[config.mk]
export PLATFORM = sky130hd
export DESIGN_NAME = i2c_master_transaction_sequencer
export DESIGN_NICKNAME = d
export VERILOG_FILES = /design/src/sv/i2cs_pkg.sv /design/src/sv/i2cs_step.sv /design/src/sv/i2c_master_transaction_sequencer.sv
export SDC_FILE = /design/constraint.sdc
export NUM_CORES = 1
export LEC_CHECK = 0
export BUFFER_PORTS_ARGS = -buffer_cell sky130_fd_sc_hd__buf_4
export CORE_UTILIZATION = 25
export CTS_BUF_LIST = sky130_fd_sc_hd__clkbuf_8
export DETAILED_ROUTE_END_ITERATION = 8
export SYNTH_ARGS = -nofsm -noshare
export SYNTH_HDL_FRONTEND = slang
export SYNTH_SLANG_ARGS = --single-unit
export TNS_END_PERCENT = 1
[constraint.sdc]
create_clock -name clk -period 6.1 [get_ports clk]
set_input_delay 0.915 -clock clk [delete_from_list [all_inputs] [get_ports clk]]
set_output_delay 0.915 -clock clk [all_outputs]
set_load 0.02 [all_outputs]
[src/sv/i2cs_pkg.sv]
// Package for the I2C master transaction sequencer.
// Holds the phase, command and bus status codes and the sequencer state types.
// It has no dependencies.
package i2cs_pkg;

  localparam int COUNT_WIDTH = 16;

  typedef enum logic [2:0] {
    PH_IDLE   = 3'd0,
    PH_WSTART = 3'd1,
    PH_WADDR  = 3'd2,
    PH_WFETCH = 3'd3,
    PH_WDATA  = 3'd4,
    PH_RSTART = 3'd5,
    PH_RADDR  = 3'd6,
    PH_RDATA  = 3'd7
  } phase_t;

  typedef enum logic [1:0] {
    REQ_TXN   = 2'd0,
    REQ_EVENT = 2'd1,
    REQ_WBYTE = 2'd2,
    REQ_NONE  = 2'd3
  } req_t;

  typedef enum logic [2:0] {
    CMD_NONE  = 3'd0,
    CMD_START = 3'd1,
    CMD_SEND  = 3'd2,
    CMD_RACK  = 3'd3,
    CMD_RNACK = 3'd4,
    CMD_STOP  = 3'd5
  } cmd_t;

  // Bus engine status codes after masking.
  localparam logic [7:0] ST_MASK      = 8'hf8;
  localparam logic [7:0] ST_START     = 8'h08;
  localparam logic [7:0] ST_REP_START = 8'h10;
  localparam logic [7:0] ST_WADDR_ACK = 8'h18;
  localparam logic [7:0] ST_WADDR_NAK = 8'h20;
  localparam logic [7:0] ST_WDATA_ACK = 8'h28;
  localparam logic [7:0] ST_WDATA_NAK = 8'h30;
  localparam logic [7:0] ST_RADDR_ACK = 8'h40;
  localparam logic [7:0] ST_RADDR_NAK = 8'h48;
  localparam logic [7:0] ST_RDATA_ACK = 8'h50;
  localparam logic [7:0] ST_RDATA_NAK = 8'h58;
  localparam logic [7:0] ADDR_WMASK   = 8'hfe;

  localparam logic [COUNT_WIDTH:0]   WL_ONE = {{COUNT_WIDTH{1'b0}}, 1'b1};
  localparam logic [COUNT_WIDTH-1:0] RL_ONE = {{(COUNT_WIDTH-1){1'b0}}, 1'b1};

  typedef struct packed {
    phase_t                 phase;
    logic [COUNT_WIDTH:0]   write_left;
    logic [COUNT_WIDTH-1:0] read_left;
    logic [7:0]             target_addr;
    logic                   wrote_flag;
  } seq_state_t;

  typedef struct packed {
    cmd_t       engine_cmd;
    logic [7:0] engine_tx_byte;
    logic       need_write_byte;
    logic       rx_valid;
    logic [7:0] rx_byte;
    logic       done_res;
    logic [7:0] done_status;
  } seq_result_t;

endpackage

[src/sv/i2cs_step.sv]
// Next-state and result logic of the I2C transaction sequencer for one beat.
// Purely combinational; uses the types and codes of i2cs_pkg.
module i2cs_step import i2cs_pkg::*; (
  input  seq_state_t  st,
  input  logic [1:0]  req_type,
  input  logic [7:0]  dev_addr,
  input  logic [15:0] prefix_count,
  input  logic [15:0] write_count,
  input  logic [15:0] read_count,
  input  logic [7:0]  write_byte,
  input  logic [7:0]  engine_status,
  input  logic [7:0]  engine_rx_byte,
  output seq_state_t  st_nxt,
  output seq_result_t res,
  output logic        res_hit
);

  logic [7:0]             s;
  logic [COUNT_WIDTH:0]   sum;
  logic [COUNT_WIDTH-1:0] rl_dec;
  logic [7:0]             ok_code;
  logic [7:0]             nak_code;

  assign s   = engine_status & ST_MASK;
  assign sum = {1'b0, prefix_count[COUNT_WIDTH-1:0]} + {1'b0, write_count[COUNT_WIDTH-1:0]};
  assign rl_dec = (st.read_left != '0) ? st.read_left - RL_ONE : st.read_left;
  assign ok_code  = (st.phase == PH_WADDR) ? ST_WADDR_ACK : ST_WDATA_ACK;
  assign nak_code = (st.phase == PH_WADDR) ? ST_WADDR_NAK : ST_WDATA_NAK;

  always_comb begin
    st_nxt  = st;
    res     = '0;
    res_hit = 1'b0;
    unique case (req_t'(req_type))
      REQ_TXN: begin
        if (st.phase == PH_IDLE) begin
          res_hit            = 1'b1;
          st_nxt.target_addr = dev_addr;
          st_nxt.write_left  = sum;
          st_nxt.read_left   = read_count[COUNT_WIDTH-1:0];
          st_nxt.wrote_flag  = (sum != '0);
          if (sum != '0) begin
            res.engine_cmd = CMD_START;
            st_nxt.phase   = PH_WSTART;
          end else if (read_count[COUNT_WIDTH-1:0] != '0) begin
            res.engine_cmd = CMD_START;
            st_nxt.phase   = PH_RSTART;
          end else begin
            // Nothing to move on the bus: report success without a STOP.
            res.done_res = 1'b1;
            st_nxt.phase = PH_IDLE;
          end
        end
      end
      REQ_WBYTE: begin
        if (st.phase == PH_WFETCH) begin
          res_hit            = 1'b1;
          res.engine_cmd     = CMD_SEND;
          res.engine_tx_byte = write_byte;
          if (st.write_left != '0) begin
            st_nxt.write_left = st.write_left - WL_ONE;
          end
          st_nxt.phase = PH_WDATA;
        end
      end
      REQ_EVENT: begin
        unique case (st.phase)
          PH_IDLE, PH_WFETCH: begin
          end
          PH_WSTART: begin
            res_hit = 1'b1;
            if (s != ST_START) begin
              res.done_res    = 1'b1;
              res.done_status = s;
              st_nxt.phase    = PH_IDLE;
            end else begin
              res.engine_cmd     = CMD_SEND;
              res.engine_tx_byte = st.target_addr & ADDR_WMASK;
              st_nxt.phase       = PH_WADDR;
            end
          end
          PH_WADDR, PH_WDATA: begin
            res_hit = 1'b1;
            if (s != ok_code) begin
              // A NAK from the device still releases the bus with a STOP.
              if (s == nak_code) begin
                res.engine_cmd = CMD_STOP;
              end
              res.done_res    = 1'b1;
              res.done_status = s;
              st_nxt.phase    = PH_IDLE;
            end else if (st.write_left != '0) begin
              res.need_write_byte = 1'b1;
              st_nxt.phase        = PH_WFETCH;
            end else if (st.read_left != '0) begin
              res.engine_cmd = CMD_START;
              st_nxt.phase   = PH_RSTART;
            end else begin
              res.engine_cmd = CMD_STOP;
              res.done_res   = 1'b1;
              st_nxt.phase   = PH_IDLE;
            end
          end
          PH_RSTART: begin
            res_hit = 1'b1;
            if (s != (st.wrote_flag ? ST_REP_START : ST_START)) begin
              res.done_res    = 1'b1;
              res.done_status = s;
              st_nxt.phase    = PH_IDLE;
            end else begin
              res.engine_cmd     = CMD_SEND;
              res.engine_tx_byte = st.target_addr | 8'h01;
              st_nxt.phase       = PH_RADDR;
            end
          end
          PH_RADDR: begin
            res_hit = 1'b1;
            if (s != ST_RADDR_ACK) begin
              if (s == ST_RADDR_NAK) begin
                res.engine_cmd = CMD_STOP;
              end
              res.done_res    = 1'b1;
              res.done_status = s;
              st_nxt.phase    = PH_IDLE;
            end else begin
              res.engine_cmd = (st.read_left > RL_ONE) ? CMD_RACK : CMD_RNACK;
              st_nxt.phase   = PH_RDATA;
            end
          end
          PH_RDATA: begin
            res_hit = 1'b1;
            if (s != ((st.read_left > RL_ONE) ? ST_RDATA_ACK : ST_RDATA_NAK)) begin
              res.done_res    = 1'b1;
              res.done_status = s;
              st_nxt.phase    = PH_IDLE;
            end else begin
              res.rx_valid     = 1'b1;
              res.rx_byte      = engine_rx_byte;
              st_nxt.read_left = rl_dec;
              if (rl_dec != '0) begin
                res.engine_cmd = (rl_dec > RL_ONE) ? CMD_RACK : CMD_RNACK;
                st_nxt.phase   = PH_RDATA;
              end else begin
                res.engine_cmd = CMD_STOP;
                res.done_res   = 1'b1;
                st_nxt.phase   = PH_IDLE;
              end
            end
          end
          default: begin
          end
        endcase
      end
      default: begin
      end
    endcase
  end

endmodule

[src/sv/i2c_master_transaction_sequencer.sv]
// I2C master transaction sequencer, top level.
// Depends on i2cs_pkg and instantiates i2cs_step.
//
// Usage: the host sends beats on the in_ channel: a transaction request, an
// engine completion event with the raw status and received byte, or the next
// write byte after the block asked for it with out_need_write_byte. Each beat
// that fits the current phase produces exactly one result beat on the out_
// channel carrying the next engine command, any received byte and the done
// flag with its status. Beats that do not fit the phase are consumed without
// a result and leave the state alone.
// The result is captured in the output register by the edge that accepts its input
// beat. Throughput: one beat per cycle while the receiver does not stall, set by the
// single registered pass through the phase logic.
// Reset (rst_n low at a clock edge) returns the sequencer to idle, clears the
// counters and the address and drops out_valid; the result fields are not reset.
// When the receiver stalls, the output register holds its beat and in_ready
// drops; a new beat is taken in the same cycle the held one is taken.
module i2c_master_transaction_sequencer import i2cs_pkg::*; (
  input  logic        clk,
  input  logic        rst_n,
  input  logic        in_valid,
  output logic        in_ready,
  input  logic [1:0]  in_req_type,
  input  logic [7:0]  in_dev_addr,
  input  logic [15:0] in_prefix_count,
  input  logic [15:0] in_write_count,
  input  logic [15:0] in_read_count,
  input  logic [7:0]  in_write_byte,
  input  logic [7:0]  in_engine_status,
  input  logic [7:0]  in_engine_rx_byte,
  output logic        out_valid,
  input  logic        out_ready,
  output logic [2:0]  out_engine_cmd,
  output logic [7:0]  out_engine_tx_byte,
  output logic        out_need_write_byte,
  output logic        out_rx_valid,
  output logic [7:0]  out_rx_byte,
  output logic        out_done_res,
  output logic [7:0]  out_done_status
);

  seq_state_t  state_r;
  seq_state_t  state_nxt;
  seq_result_t res_r;
  seq_result_t res_nxt;
  logic        res_hit;
  logic        out_valid_r;
  logic        accept;

  assign in_ready = !out_valid_r || out_ready;
  assign accept   = in_valid && in_ready;

  i2cs_step u_step (
    .st             (state_r),
    .req_type       (in_req_type),
    .dev_addr       (in_dev_addr),
    .prefix_count   (in_prefix_count),
    .write_count    (in_write_count),
    .read_count     (in_read_count),
    .write_byte     (in_write_byte),
    .engine_status  (in_engine_status),
    .engine_rx_byte (in_engine_rx_byte),
    .st_nxt         (state_nxt),
    .res            (res_nxt),
    .res_hit        (res_hit)
  );

  always_ff @(posedge clk) begin
    if (!rst_n) begin
      state_r     <= '{phase: PH_IDLE, default: '0};
      out_valid_r <= 1'b0;
    end else begin
      if (accept) begin
        state_r <= state_nxt;
      end
      if (accept) begin
        out_valid_r <= res_hit;
      end else if (out_ready) begin
        out_valid_r <= 1'b0;
      end
    end
  end

  always_ff @(posedge clk) begin
    if (accept && res_hit) begin
      res_r <= res_nxt;
    end
  end

  assign out_valid           = out_valid_r;
  assign out_engine_cmd      = res_r.engine_cmd;
  assign out_engine_tx_byte  = res_r.engine_tx_byte;
  assign out_need_write_byte = res_r.need_write_byte;
  assign out_rx_valid        = res_r.rx_valid;
  assign out_rx_byte         = res_r.rx_byte;
  assign out_done_res        = res_r.done_res;
  assign out_done_status     = res_r.done_status;

endmodule

==> PnR_summary.wiki <==
{| class="wikitable"
! Metric !! Value
|-
| Arrival time reported for the critical path endpoint || 4260 ps
|-
| # fillers || 2,327
|-
| First-pass GRT wire length || 26,080 um
|-
| Number of clock sinks || 72
|-
| Post-placement cell area || 0.006554 sq mm
|-
| Share of post-route cells with drive strength above 1 || 0.2015
|-
| Share of the synthesized area in the top cell type || 0.1647
|-
| Layout-stage area growth over the synthesis result || 23.38%
|-
| Power per cell area || 221.7 mW/mm^2
|-
| Crit path capture type || register
|-
| Number of optimization iterations in the first detailed-route pass || 5
|-
| Leading cell type in the layout, fill and taps excluded || sky130_fd_sc_hd__buf_4
|-
| Number of stages on the worst hold path || 2
|-
| Routed WL per cell || 15.41 um
|-
| Worst ir drop on vdd || 0.00009316 V
|-
| Setup CP Type || register to register
|-
| Share of the cycle needed by the critical path after routing || 0.6531
|-
| HPWL after detailed placement || 12,000 um
|-
| Lkg Pwr || 2.635 nW
|-
| Reg clk slew, reported paths || 90 ps
|-
| Critical Path Start Type || register
|-
| Skew-Pair Late Insertion Delay || 380 ps
|-
| Buffers added on ports || 110
|-
| Post-CTS resize count || 0
|-
| Routed via count || 5,604
|-
| Maximum number of pins on one net before global-route repair || 33
|-
| Die Y-Extent || 149.9 um
|-
| Final worst path period need || 3984 ps
|-
| Warning count from the yosys run || 0
|-
| Setup repair bufs after CTS || 0
|-
| Primary flip-flop cell chosen by synthesis mapping || sky130_fd_sc_hd__dfxtp_1
|-
| Root Driver || sky130_fd_sc_hd__clkbuf_8
|-
| Number of clock buffers inserted by TritonCTS || 9
|-
| CTS H-tree lvls || 3
|-
| Full die area || 0.02248 sq mm
|-
| # setup viols final || 0
|-
| Total Negative Setup Slacks || 0 ps
|-
| Number of synthesized flops with an enable pin || 27
|-
| Avg Vias per Cell || 5.312
|-
| Drt first-iter violations || 492
|-
| Global routing usage on met3 || 0.02744
|-
| Max Clock Skew || 18.87 ps
|-
| Synthesized netlist cell count || 682
|-
| Fraction of met1 tracks used by global routing || 0.2013
|-
| Antenna violations before repair || 1
|-
| Outcome || finished, final reports clean
|-
| Hold Vio Cnt, Final || 0
|-
| Actual slew at the worst max-slew pin || 808.0 ps
|-
| Total Routed Length || 16,250 um
|-
| Post-synthesis sequential element count || 72
|-
| Placeable Area || 0.02122 sq mm
|-
| Weighted congestion reported at the end of routability-driven placement || 0.8874
|-
| Number of global-route vias before repair || 5,131
|-
| Commonest cells after routing, fill and taps aside || 120 x sky130_fd_sc_hd__buf_4, 61 x sky130_fd_sc_hd__nand2_1, 60 x sky130_fd_sc_hd__nor2_1
|-
| Global route hottest layer || met2
|-
| Maximum capacitance violations || 0
|-
| Yosys top cell by area || sky130_fd_sc_hd__dfxtp_1
|-
| Initial cell density of the core || 0.2578
|-
| Final Net Count || 885
|-
| Remaining design rule violation count || 0
|-
| Critical path data required time || 6380 ps
|-
| Final cell area excluding filler cells || 0.006749 sq mm
|-
| Clock tree from TritonCTS || yes
|-
| Final standard cell utilization of the core || 0.3180
|-
| Proportion of synthesized chip area in sequential cells || 0.3129
|-
| Headroom to the max-slew limit || 0.4572
|-
| Count of hold buffers inserted by post-cts repair || 0
|-
| Area of the mapped netlist || 0.005470 sq mm
|-
| Maximum clock insertion buffer count || 2
|-
| Peak Freq || 0.2510 GHz
|-
| Number of distinct library cells after synthesis || 73
|-
| Number of ports placed on the die boundary || 118
|-
| Grt total ovfl || 0
|-
| Gr usage total || 0.1466
|-
| Post-Synthesis Mean Instance Area || 8.021 sq um
|-
| Post-detailed-route count of antenna-violating nets || 0
|-
| Number of pins with negative max-slew slack in the final report || 0
|-
| GR Layer Usage met2 || 0.2273
|-
| Die Width || 149.9 um
|-
| Proportion of synthesized flip-flops having asynchronous set or reset || 0
|-
| Setup repair after global routing missed its margin || false
|-
| Type of the tightest min-delay check || register to register
|-
| Largest cells by area after synthesis || sky130_fd_sc_hd__dfxtp_1 16%, sky130_fd_sc_hd__edfxtp_1 15%, sky130_fd_sc_hd__ha_1 5.5%
|-
| Crit Path Max Fanout || 12
|-
| Number of standard-cell rows in the floorplan || 53
|-
| Worst Reg-to-Reg Cells || 10
|}
==> cells in the mapped netlist, types with 4 or more instances <==
cell                         n
sky130_fd_sc_hd__o2111ai_1   4
sky130_fd_sc_hd__a221oi_1    8
sky130_fd_sc_hd__clkbuf_1   31
sky130_fd_sc_hd__a211oi_1   11
sky130_fd_sc_hd__dfxtp_1    45
sky130_fd_sc_hd__or4_1       8
sky130_fd_sc_hd__a211o_1     5
sky130_fd_sc_hd__o21ai_0    41
sky130_fd_sc_hd__a2111oi_0   4
sky130_fd_sc_hd__nand3_1    24
sky130_fd_sc_hd__inv_1      17
sky130_fd_sc_hd__nand2b_1    7
sky130_fd_sc_hd__edfxtp_1   27
sky130_fd_sc_hd__a22oi_1    15
sky130_fd_sc_hd__a31oi_1     6
sky130_fd_sc_hd__nor2_1     60
sky130_fd_sc_hd__nor3_1     27
sky130_fd_sc_hd__mux2i_1     4
sky130_fd_sc_hd__o21a_1      5
sky130_fd_sc_hd__o22ai_1     9
sky130_fd_sc_hd__nor3b_1     6
sky130_fd_sc_hd__ha_1       24
sky130_fd_sc_hd__o211ai_1    7
sky130_fd_sc_hd__nand4_1     6
sky130_fd_sc_hd__or3_1       7
sky130_fd_sc_hd__nor4_1     15
sky130_fd_sc_hd__xnor2_1     8
sky130_fd_sc_hd__nand2_1    61
sky130_fd_sc_hd__xor2_1     12
sky130_fd_sc_hd__a21oi_1    55
sky130_fd_sc_hd__o32ai_1     4
sky130_fd_sc_hd__nor2b_1    11
sky130_fd_sc_hd__o31ai_1    11
sky130_fd_sc_hd__and2_1     11
sky130_fd_sc_hd__a31o_2      4
sky130_fd_sc_hd__clkinv_1    4
sky130_fd_sc_hd__a21o_1     10
sky130_fd_sc_hd__and3_1     12
==> critical path, stage by stage, from the launching register on <==
cell,delay [ps]
sky130_fd_sc_hd__dfxtp_1,440
sky130_fd_sc_hd__inv_1,130
sky130_fd_sc_hd__ha_1,170
sky130_fd_sc_hd__or4b_1,640
sky130_fd_sc_hd__nor4_4,550
sky130_fd_sc_hd__o21ai_2,130
sky130_fd_sc_hd__or4_4,550
sky130_fd_sc_hd__nor4b_4,390
sky130_fd_sc_hd__a21oi_2,120
sky130_fd_sc_hd__or4_1,510
sky130_fd_sc_hd__a32o_1,260
==> state kept, by name, indices dropped and copies added (netlist names) <==
signal and cells:
out_rx_valid 1, out_engine_cmd 3, out_valid 1, out_engine_tx_byte 8, out_rx_byte 8, state_r 44, out_done_status 5, out_need_write_byte 1
out_done_res 1
==> worst paths after layout <==
kind	from	endpoint	slack, ps
setup / recovery	state_r[9]	state_r[44]	2120
hold / removal	state_r[4]	state_r[4]	460
setup reg to reg	state_r[9]	state_r[44]	2120
hold reg to reg	state_r[4]	state_r[4]	460
==> cell families (layout without fill, tap and decap cells) <==
| logic type | Yosys count | count (layout) | synth area share |
|---|---|---|---|
| AO/OA/AOI/OAI | 224 | 224 | 0.2758 |
| flip-flops | 72 | 72 | 0.3129 |
| other | 1 | 4 | 0.0006855 |
| multiplexers | 4 | 4 | 0.007320 |
| AND/OR/NAND/NOR | 274 | 274 | 0.2633 |
| adder cells (fa/ha/maj) | 25 | 25 | 0.05855 |
| XOR/XNOR | 20 | 20 | 0.03202 |
| buffers and inverters | 62 | 157 | 0.04940 |
==> cell type report <==
cell class,count,area [sq um],share of cell area
clock buffers,9,123.9,0.01835
clock inverters,7,68.82,0.01020
multi-input cells,550,3518,0.5213
inverters,21,78.83,0.01168
diodes,1,2.502,0.0003708
well taps,275,344.1,0.05098
repair buffers,120,900.9,0.1335
flip-flops and latches,72,1712,0.2536
==> per-layer routing <==
layer  routed length [um]  part of all wire  vias up
li1                     -                 -     2773
met5                    0                 0        -
met3                  983             0.060       16
met2                 7165              0.44      185
met1                 7826              0.48     2630
met4                  278             0.017        0
==> through the flow <==
| step | setup WS [ps] | total power [mW] | hold slack [ps] | cells |
|---|---|---|---|---|
| floorplan | 1124 | 0.9527 | 436.0 | 684 |
| global placement | 2021 | 1.113 | 445.3 | 1038 |
| detailed placement | 2022 | 1.113 | 449.4 | 1038 |
| CTS | 2135 | 1.504 | 460.5 | 1054 |
| global route | 1935 | 1.593 | 485.1 | 1054 |
| finish | 2116 | 1.496 | 457.5 | 1055 |
==> power by group <==
part / leakage (nW) / switching (mW) / internal (mW) / total (mW)
clock: 0.0952 / 0.197 / 0.189 / 0.385
sequential: 0.644 / 0.0311 / 0.522 / 0.553
combinational: 1.90 / 0.332 / 0.226 / 0.558
Power figures use the tool's default switching activity.
